--- src/hw/rtl/remote_control_frame_decoder_macros.svh ---
// Assertion macros shared by the remote-control frame decoder.
`ifndef REMOTE_CONTROL_FRAME_DECODER_MACROS_SVH
`define REMOTE_CONTROL_FRAME_DECODER_MACROS_SVH

// Implication checked on every clock edge outside reset.
`define RCFD_ASSERT_IMP(label, clk, rst_n, ante, cons, msg) \
  label: assert property (@(posedge clk) disable iff (!rst_n) (ante) |-> (cons)) \
    else $error(msg);

// Implication checked in the cycle after the antecedent.
`define RCFD_ASSERT_NEXT(label, clk, rst_n, ante, cons, msg) \
  label: assert property (@(posedge clk) disable iff (!rst_n) (ante) |=> (cons)) \
    else $error(msg);

`endif

--- src/hw/rtl/rcfd_pkg.sv ---
// Package with constants and types of the remote-control frame decoder.
package rcfd_pkg;
  localparam int unsigned WinLen = 12;
  localparam int unsigned IdxW = 4;
  localparam logic [7:0] CrcPoly = 8'h31;
  localparam logic [7:0] HdrA = 8'h7F;
  localparam logic [7:0] HdrB = 8'h8F;
  localparam logic [7:0] KindJoy = 8'h0D;
  localparam logic [7:0] KindBtn = 8'h0C;
  localparam logic [7:0] KindKnob = 8'h09;
  localparam logic [1:0] FkJoy = 2'd0;
  localparam logic [1:0] FkBtn = 2'd1;
  localparam logic [1:0] FkKnob = 2'd2;
  localparam logic [8:0] KnobFull = 9'd480;
  localparam logic [7:0] KnobUpperRst = 8'd10;
  localparam logic [7:0] KnobLowerRst = 8'd5;
  localparam logic CfgKnobUpper = 1'b0;
  localparam logic CfgKnobLower = 1'b1;

  // Request from the sequencer to the CRC unit, and its answer.
  typedef struct packed {
    logic       start;
    logic [3:0] count;
  } crc_req_t;

  typedef struct packed {
    logic       done;
    logic [7:0] crc;
  } crc_rsp_t;

  // One CRC-8 byte step, eight bit shifts of the right-shifting form.
  function automatic logic [7:0] crc_byte(input logic [7:0] c_in, input logic [7:0] d);
    logic [7:0] c;
    c = c_in ^ d;
    for (int b = 0; b < 8; b++) begin
      c = c[0] ? ((c >> 1) ^ CrcPoly) : (c >> 1);
    end
    return c;
  endfunction
endpackage

--- src/hw/rtl/rcfd_crc.sv ---
// Iterative CRC-8 unit that takes one window byte per cycle.
module rcfd_crc (
  input  logic                  clk_i,
  input  logic                  rst_ni,
  input  rcfd_pkg::crc_req_t    req_i,
  output logic [3:0]            rd_idx_o,
  input  logic [7:0]            rd_byte_i,
  output rcfd_pkg::crc_rsp_t    rsp_o
);
  logic       busy_q, busy_d;
  logic [3:0] idx_q, idx_d;
  logic [3:0] cnt_q, cnt_d;
  logic [7:0] crc_q, crc_d;
  logic       done_q, done_d;

  assign rd_idx_o = idx_q;

  always_comb begin
    busy_d = busy_q;
    idx_d  = idx_q;
    cnt_d  = cnt_q;
    crc_d  = crc_q;
    done_d = 1'b0;
    if (req_i.start) begin
      busy_d = 1'b1;
      idx_d  = '0;
      cnt_d  = req_i.count;
      crc_d  = '0;
    end else if (busy_q) begin
      crc_d = rcfd_pkg::crc_byte(crc_q, rd_byte_i);
      idx_d = idx_q + 4'd1;
      if (idx_q + 4'd1 == cnt_q) begin
        busy_d = 1'b0;
        done_d = 1'b1;
      end
    end
  end

  always_ff @(posedge clk_i or negedge rst_ni) begin
    if (!rst_ni) begin
      busy_q <= 1'b0;
      done_q <= 1'b0;
      idx_q  <= '0;
      cnt_q  <= '0;
      crc_q  <= '0;
    end else begin
      busy_q <= busy_d;
      done_q <= done_d;
      idx_q  <= idx_d;
      cnt_q  <= cnt_d;
      crc_q  <= crc_d;
    end
  end

  assign rsp_o.done = done_q;
  assign rsp_o.crc  = crc_q;
endmodule

--- src/hw/rtl/remote_control_frame_decoder.sv ---
// Top level of the remote-control frame decoder: window, sequencer and result register.
//
//  channel | direction | handshake                    | payload
//  rx      | in        | rx_valid_i / rx_stall_o      | rx_byte_i
//  frame   | out       | frame_valid_o / frame_stall_i | axes, buttons, source, kind, check_ok
//  cfg     | in        | cfg_we_i                     | cfg_idx_i, cfg_data_i
//
// A byte that leaves the window short of full is taken with no stall after it.
// A byte that completes a window with a bad header or kind stalls the input
// while it is decoded and while the front byte is dropped. A frame check stalls
// the input through a decode step, the CRC over the bytes before the check byte
// and collection of the sum, an apply step, a shift that drops each frame byte
// and an output step. The output step waits while the previous result still
// sits under stall. Reset is asynchronous and active low and clears the window
// fill, the axes and the buttons.
module remote_control_frame_decoder (
  input  logic               clk_i,
  input  logic               rst_ni,
  input  logic               rx_valid_i,
  output logic               rx_stall_o,
  input  logic [7:0]         rx_byte_i,
  output logic               frame_valid_o,
  input  logic               frame_stall_i,
  output logic signed [16:0] axis_left_x_o,
  output logic signed [16:0] axis_left_y_o,
  output logic signed [16:0] axis_right_x_o,
  output logic signed [16:0] axis_right_y_o,
  output logic signed [9:0]  axis_camera_o,
  output logic signed [9:0]  axis_linear_o,
  output logic [11:0]        button_bits_o,
  output logic               frame_source_o,
  output logic [1:0]         frame_kind_o,
  output logic               check_ok_o,
  input  logic               cfg_we_i,
  input  logic               cfg_idx_i,
  input  logic [7:0]         cfg_data_i
);
  typedef enum logic [2:0] {StIdle, StDecode, StCrc, StApply, StShift, StOut} state_e;

  state_e      state_q;
  logic [7:0]  win_q [rcfd_pkg::WinLen];
  logic [3:0]  fill_q;
  logic [3:0]  shift_q;
  logic [3:0]  len_q;
  logic [1:0]  kind_q;
  logic        src_q;
  logic        ok_q;
  logic        emit_q;
  logic [7:0]  upper_q, lower_q;
  logic signed [16:0] ax_q [4];
  logic signed [9:0]  ax4_q, ax5_q;
  logic [11:0] btn_q;
  logic        out_valid_q;

  // Result register, loaded at the output step so the sequencer can go on.
  logic signed [16:0] out_ax_q [4];
  logic signed [9:0]  out_ax4_q, out_ax5_q;
  logic [11:0] out_btn_q;
  logic        out_src_q;
  logic [1:0]  out_kind_q;
  logic        out_ok_q;
  logic        out_load;

  rcfd_pkg::crc_req_t crc_req;
  rcfd_pkg::crc_rsp_t crc_rsp;
  logic [3:0] crc_idx;

  rcfd_crc u_crc (
    .clk_i    (clk_i),
    .rst_ni   (rst_ni),
    .req_i    (crc_req),
    .rd_idx_o (crc_idx),
    .rd_byte_i(win_q[crc_idx]),
    .rsp_o    (crc_rsp)
  );

  assign crc_req.start = (state_q == StDecode) && (win_q[0] == rcfd_pkg::HdrA ||
                         win_q[0] == rcfd_pkg::HdrB) && (win_q[2] == rcfd_pkg::KindJoy ||
                         win_q[2] == rcfd_pkg::KindBtn || win_q[2] == rcfd_pkg::KindKnob);
  assign crc_req.count = (win_q[2] == rcfd_pkg::KindJoy) ? 4'd9 :
                         (win_q[2] == rcfd_pkg::KindBtn) ? 4'd11 : 4'd8;

  // The result register takes a new transaction once the old one has left.
  assign out_load      = (state_q == StOut) && (!out_valid_q || !frame_stall_i);
  assign rx_stall_o    = (state_q != StIdle);
  assign frame_valid_o = out_valid_q;

  // Knob direction: 2'b10 negative, 2'b01 positive, 2'b00 neutral.
  function automatic logic [1:0] kdir(input logic [7:0] v, input logic [7:0] lo,
                                      input logic [7:0] hi);
    logic [1:0] r;
    r = 2'b00;
    if (v < lo) r = 2'b10;
    else if (v > hi) r = 2'b01;
    return r;
  endfunction

  // Stick value 256*hi + lo - 512, fits 17 bits signed.
  function automatic logic signed [16:0] stick(input logic [7:0] h, input logic [7:0] l);
    return $signed({1'b0, h, l}) - 17'sd512;
  endfunction

  logic [1:0] d6, d3, d5, d4;
  assign d6 = kdir(win_q[6], lower_q, upper_q);
  assign d3 = kdir(win_q[3], lower_q, upper_q);
  assign d5 = kdir(win_q[5], lower_q, upper_q);
  assign d4 = kdir(win_q[4], lower_q, upper_q);

  always_ff @(posedge clk_i or negedge rst_ni) begin
    if (!rst_ni) begin
      upper_q <= rcfd_pkg::KnobUpperRst;
      lower_q <= rcfd_pkg::KnobLowerRst;
    end else if (cfg_we_i) begin
      if (cfg_idx_i == rcfd_pkg::CfgKnobUpper) upper_q <= cfg_data_i;
      else lower_q <= cfg_data_i;
    end
  end

  // Window storage; a drop moves all bytes down by one per cycle.
  always_ff @(posedge clk_i) begin
    if (state_q == StIdle && rx_valid_i && !rx_stall_o) begin
      win_q[fill_q] <= rx_byte_i;
    end else if (state_q == StShift) begin
      for (int i = 0; i < rcfd_pkg::WinLen - 1; i++) win_q[i] <= win_q[i + 1];
    end
  end

  always_ff @(posedge clk_i or negedge rst_ni) begin
    if (!rst_ni) begin
      state_q     <= StIdle;
      fill_q      <= '0;
      shift_q     <= '0;
      len_q       <= '0;
      kind_q      <= '0;
      src_q       <= 1'b0;
      ok_q        <= 1'b0;
      emit_q      <= 1'b0;
      out_valid_q <= 1'b0;
      for (int i = 0; i < 4; i++) ax_q[i] <= '0;
      ax4_q       <= '0;
      ax5_q       <= '0;
      btn_q       <= '0;
      for (int i = 0; i < 4; i++) out_ax_q[i] <= '0;
      out_ax4_q   <= '0;
      out_ax5_q   <= '0;
      out_btn_q   <= '0;
      out_src_q   <= 1'b0;
      out_kind_q  <= '0;
      out_ok_q    <= 1'b0;
    end else begin
      if (out_load) out_valid_q <= 1'b1;
      else if (!frame_stall_i) out_valid_q <= 1'b0;
      if (out_load) begin
        for (int i = 0; i < 4; i++) out_ax_q[i] <= ax_q[i];
        out_ax4_q  <= ax4_q;
        out_ax5_q  <= ax5_q;
        out_btn_q  <= btn_q;
        out_src_q  <= src_q;
        out_kind_q <= kind_q;
        out_ok_q   <= ok_q;
      end
      case (state_q)
        StIdle: begin
          if (rx_valid_i && !rx_stall_o) begin
            fill_q <= fill_q + 4'd1;
            if (fill_q == 4'(rcfd_pkg::WinLen - 1)) state_q <= StDecode;
          end
        end
        StDecode: begin
          src_q <= (win_q[0] == rcfd_pkg::HdrB);
          if (crc_req.start) begin
            kind_q  <= (win_q[2] == rcfd_pkg::KindJoy) ? rcfd_pkg::FkJoy :
                       (win_q[2] == rcfd_pkg::KindBtn) ? rcfd_pkg::FkBtn : rcfd_pkg::FkKnob;
            len_q   <= crc_req.count + 4'd1;
            state_q <= StCrc;
          end else begin
            shift_q <= 4'd1;
            emit_q  <= 1'b0;
            state_q <= StShift;
          end
        end
        StCrc: begin
          if (crc_rsp.done) begin
            ok_q    <= (crc_rsp.crc == win_q[len_q - 4'd1]);
            state_q <= StApply;
          end
        end
        StApply: begin
          if (ok_q) begin
            case (kind_q)
              rcfd_pkg::FkJoy: begin
                if (win_q[4] == 8'd1) begin
                  ax_q[0] <= -stick(win_q[5], win_q[6]);
                  ax_q[1] <= stick(win_q[7], win_q[8]);
                end else if (win_q[4] == 8'd2) begin
                  ax_q[2] <= stick(win_q[7], win_q[8]);
                  ax_q[3] <= stick(win_q[5], win_q[6]);
                end
              end
              rcfd_pkg::FkBtn: begin
                if (!src_q) begin
                  btn_q[5] <= (win_q[9] == 8'd0);
                end else begin
                  btn_q[10] <= (win_q[7] == 8'd0);
                  btn_q[6]  <= (win_q[7] == 8'd0);
                  btn_q[7]  <= (win_q[10] == 8'd0);
                  btn_q[4]  <= (win_q[6] == 8'd0);
                  btn_q[1]  <= (win_q[8] == 8'd0);
                end
              end
              default: begin
                if (!src_q) begin
                  btn_q[5] <= d6[0];
                  btn_q[7] <= d6[1];
                end else begin
                  ax5_q <= d6[0] ? $signed({1'b0, rcfd_pkg::KnobFull}) :
                           d6[1] ? -$signed({1'b0, rcfd_pkg::KnobFull}) : 10'sd0;
                  ax4_q <= d3[0] ? -$signed({1'b0, rcfd_pkg::KnobFull}) :
                           d3[1] ? $signed({1'b0, rcfd_pkg::KnobFull}) : 10'sd0;
                  btn_q[3]  <= d5[0];
                  btn_q[11] <= d5[1];
                  btn_q[9]  <= d4[0];
                  btn_q[2]  <= d4[0];
                  btn_q[8]  <= d4[1];
                  btn_q[0]  <= d4[1];
                end
              end
            endcase
          end
          shift_q <= len_q;
          emit_q  <= 1'b1;
          state_q <= StShift;
        end
        StShift: begin
          fill_q  <= fill_q - 4'd1;
          shift_q <= shift_q - 4'd1;
          if (shift_q == 4'd1) state_q <= emit_q ? StOut : StIdle;
        end
        StOut: begin
          // Hold here until the result register is free.
          if (out_load) state_q <= StIdle;
        end
        default: state_q <= StIdle;
      endcase
    end
  end

  assign axis_left_x_o  = out_ax_q[0];
  assign axis_left_y_o  = out_ax_q[1];
  assign axis_right_x_o = out_ax_q[2];
  assign axis_right_y_o = out_ax_q[3];
  assign axis_camera_o  = out_ax4_q;
  assign axis_linear_o  = out_ax5_q;
  assign button_bits_o  = out_btn_q;
  assign frame_source_o = out_src_q;
  assign frame_kind_o   = out_kind_q;
  assign check_ok_o     = out_ok_q;

`include "remote_control_frame_decoder_macros.svh"

  // The window never overfills.
  `RCFD_ASSERT_IMP(a_fill_max, clk_i, rst_ni, 1'b1, fill_q <= 4'(rcfd_pkg::WinLen), "window overfilled")
  // A stalled result stays valid and keeps its payload.
  `RCFD_ASSERT_NEXT(a_out_hold, clk_i, rst_ni, out_valid_q && frame_stall_i, out_valid_q && $stable(button_bits_o) && $stable(frame_kind_o), "stalled result changed")
  // The output step is always followed by a valid result.
  `RCFD_ASSERT_NEXT(a_out_step, clk_i, rst_ni, state_q == StOut, out_valid_q, "result lost")
endmodule
--- config.mk ---
export PLATFORM = sky130hd
export DESIGN_NAME = remote_control_frame_decoder
export DESIGN_NICKNAME = d
export VERILOG_FILES = /design/src/hw/rtl/rcfd_pkg.sv /design/src/hw/rtl/rcfd_crc.sv /design/src/hw/rtl/remote_control_frame_decoder.sv
export VERILOG_INCLUDE_DIRS = /design/src /design/src/hw/rtl
export SDC_FILE = /design/constraint.sdc
export NUM_CORES = 1
export LEC_CHECK = 0
export BUFFER_PORTS_ARGS = -buffer_cell sky130_fd_sc_hd__buf_2
export CAP_MARGIN = 25
export CORE_ASPECT_RATIO = 1.1
export CORE_MARGIN = 2
export CORE_UTILIZATION = 60
export DETAILED_ROUTE_END_ITERATION = 8
export PLACE_DENSITY = 0.84
export SYNTH_ARGS = -nofsm -noshare
export SYNTH_HDL_FRONTEND = slang
export SYNTH_SLANG_ARGS = --single-unit
--- constraint.sdc ---
create_clock -name clk_i -period 3.7 [get_ports clk_i]
set_clock_uncertainty 0.05 [all_clocks]
set_input_delay 0.185 -clock clk_i [delete_from_list [all_inputs] [get_ports clk_i]]
set_output_delay 0.185 -clock clk_i [all_outputs]
set_load 0.005 [all_outputs]
==> metrics.txt <==
die width=166.3 um; Clock Pin Slew Worst Setup and Hold Paths=70 ps; adder-cell share of the synthesized area=5.153%; critical path class=reg -> reg; Final TNS setup=0 ps; Final Cycle Share=77.95%; CP Capture Type=flip-flop; critical path fanouts, max=22; mux cell area share after synthesis=17.44%; maximum clock path buffer count=3; Routed WL=45580 um; CP Launch Type=flip-flop; post-layout min period=2884 ps; CTS Sinks=348; Synth Area in Compound Gates=10.06%; Slew HR=38.53%; final hold vios=0; CP max stage delay=500 ps; Syn Inst Count=1336; Seq cells post-synth=348; clock root buffer=clkbuf_16; Vias=11990; routed len/inst=24.57 um; sequential share of the synthesized area=53.81%; diode count=0; vias per cell=6.461; Hold Startpoint=cfg_idx_i; Distinct cells, synth=61; number of global-route vias before repair=11840; worst hold path type=in -> reg; DRC viols=0; CTS tree=built; total congestion overflow=0; Layout Nets=1555; setup ws final=815.8 ps; largest area contributor in the netlist=dfrtp_1; final max-slew violation count=0; Reg2Reg Depth=9; die footprint=0.03035 mm^2; Worst Hold Path EP=upper_q[1]$_DFFE_PN1P_; gpl congestion=1.009; starting density of the core=60.73%; fmax=346.7 MHz; H-tree depth=2; initial antenna violation count=0; Area growth, synth to finish=13.03%; hold path cells=4; Post-synth EDFFs=128; Initial DRC Count=1310; Cell Rows=65; PD cells=569.3 mW/mm^2; Peak VDD IR=0.4580 mV; RR Endpoint=ok_q$_DFFE_PN0P_; share of the synthesized area in the top cell type=31.09%; MaxCap Viol Count=0; r2r setup slk=820 ps; clock latency on the worst-skew pair=530 ps; Port Buffers=117; Primary FF master, synth=dfrtp_1; Syn Std Cell Area=0.01738 mm^2; Post-Synth Simple-Gate Area=7.255%; pin count of the biggest net entering global routing=92; RSZ-0062 raised after global routing=no; GRT Overall Usage=30.22%; Req. time, crit path=4120 ps; DRT Pass-1 Iters=5; asr flop ratio synth=63.22%; post-synthesis xor/xnor area fraction=3.001%; syn avg cell area=13.01 um^2; Setup WS pre-CTS=772.7 ps; antenna viol nets, final=0; Lkg Pwr=0.009134 uW; post-CTS sizing=0; fraction of layout cells with a size suffix above 1=28.38%; synth top area cells=dfrtp_1 31%, edfxtp_1 22%, mux4_2 8.6%; post-DP HPWL=32330 um; largest family of logic cells by synthesized area=multiplexers; worst setup path startpoint=len_q[1]$_DFFE_PN0P_; Slew @ Worst Pin=920.2 ps; fill count=1966; TritonCTS buffer count=35; number of I/O pins=128; Die H=182.5 um; status=finished, final reports clean; Ys Warns=0; core area=0.02863 mm^2; crit path cell chain=inv_1, ha_1, buf_4, buf_4, mux4_2, mux4_2, xor2_1, nor4_1, a32o_1; CP max-delay cell=mux4_2; arrival time at the worst endpoint=3300 ps; Setup-failing EPs final=0; RR Startpoint=len_q[1]$_DFFE_PN0P_; first-pass GRT wire length=70480 um
## worst max-delay path: cells and delay by family (launching register included)
family                     cells  cell delay (ps)
muxes                          2              980
buffers and inverters          3              650
DFF                            1              350
adders and majority gates      1              280
AOI/OAI and AO/OA              1              190
and+or+nand+nor                1              170
xor gates and xnor gates       1              150
## layer usage
metal	vias up	wire [um]	track usage (%)
met4	0	1763	10.93
met1	5990	17560	41.53
met3	123	4546	6.289
met2	712	21700	48.43
met5	-	0	0
li1	5161	-	-
## flip-flops by register name, summed over array words and instances, names as in the netlist, 4 cells and up
register and cells:
lower_q 8, axis_right_x_o 17, fill_q 4, u_crc.crc_q 6
win_q 128, ax_q 68, axis_left_y_o 17, u_crc.rd_idx_o 4
btn_q 9, shift_q 4, upper_q 8, button_bits_o 9
axis_right_y_o 17, axis_left_x_o 17, len_q 4
## layout make-up
type | instances | area [um^2] | share of cell area, %
Sequential cell | 348 | 9356 | 47.62
Multi-Input combinational cell | 873 | 7513 | 38.24
Timing Repair Buffer | 170 | 1061 | 5.400
Clock buffer | 49 | 1006 | 5.120
Tap cell | 368 | 460.4 | 2.343
Inverter | 34 | 127.6 | 0.6495
Clock inverter | 13 | 123.9 | 0.6304
## cell usage in the layout, fill, tap and decap left out, types with 4 or more instances in the layout
master	netlist	final
mux4_2	66	66
inv_1	34	33
dfstp_2	4	4
and2_1	12	12
nor2_1	47	47
a21o_1	113	113
and3_1	4	4
dfrtp_1	216	214
nor2b_1	8	8
mux2i_1	7	7
buf_2	18	116
mux2_2	124	124
dlygate4sd3_1	0	10
nand2_1	97	97
o21ai_0	91	91
conb_1	1	10
xnor2_1	28	28
nand2b_1	13	13
clkbuf_16	0	35
a21oi_1	34	33
xor2_1	26	26
nor3b_1	5	5
nor4_1	11	11
buf_4	19	39
clkbuf_1	48	5
clkbuf_8	0	7
ha_1	70	70
o21ai_1	5	5
or4_1	4	4
a31oi_1	4	4
clkinv_2	0	6
edfxtp_1	128	128
nand4_1	10	10
nand3_1	17	16
nor3_1	19	19
## how the worst max path moves through the flow
stage,to,slack (ps),cells past startpoint
final,ok_q$_DFFE_PN0P_,820,9
after global routing,ok_q$_DFFE_PN0P_,650,9
after global placement,ax5_q[8]$_DFFE_PN0P_,790,8
after floorplan,ok_q$_DFFE_PN0P_,280,12
after detailed placement,ax5_q[8]$_DFFE_PN0P_,770,8
after CTS,btn_q[7]$_DFFE_PN0P_,650,8
## power by group
| part | leakage, uW | total (uW) | switching (uW) | internal (uW) |
|---|---|---|---|---|
| clock | 0.000561 | 3470 | 1490 | 1990 |
| sequential | 0.00419 | 5150 | 549 | 4600 |
| combinational | 0.00438 | 2560 | 1490 | 1070 |
## per-stage QoR
| stage | cell area [um^2] | hold WS (ps) | total power, uW | cells | utilization (%) |
|---|---|---|---|---|---|
| floorplan | 17420 | -160.6 | 6652 | 1345 | - |
| global placement | 18410 | 219.0 | 7569 | 1782 | 64.30 |
| detailed placement | 18410 | 228.2 | 7677 | 1782 | 64.30 |
| CTS | 19640 | 55.41 | 11150 | 1854 | 68.59 |
| global route | 19650 | 133.7 | 11670 | 1855 | 68.64 |
| finish | 19650 | 80.09 | 11190 | 1855 | 68.64 |
## cells in the mapped netlist (all sizes together), types with 3 or more instances
master and n:
a211oi 4, a21o 113, a21oi 34, a22o 3
a22oi 3, a31oi 4, and2 12, and3 4
buf 42, clkbuf 48, dfrtp 216, dfstp 4
edfxtp 128, ha 70, inv 34, mux2 124
mux2i 7, mux4 69, nand2 97, nand2b 13
nand3 17, nand4 10, nor2 47, nor2b 8
nor3 19, nor3b 5, nor4 11, o21a 3
o21ai 96, o31ai 3, or4 4, xnor2 31
xor2 26
## kinds of logic after synthesis
| logic type | Yosys count |
|---|---|
| AO/OA/AOI/OAI | 274 |
| XOR/XNOR | 57 |
| adder cells (fa/ha/maj) | 71 |
| buffers and inverters | 124 |
| flip-flops | 348 |
| multiplexers | 200 |
| other | 1 |
| AND/OR/NAND/NOR | 261 |
## what timing repair did
item | CTS | global route
setup buffers | 0 | 0
hold endpoints to repair | 102 | 0
hold buffers | 10 | 0
(Power assumes the default switching activity.)
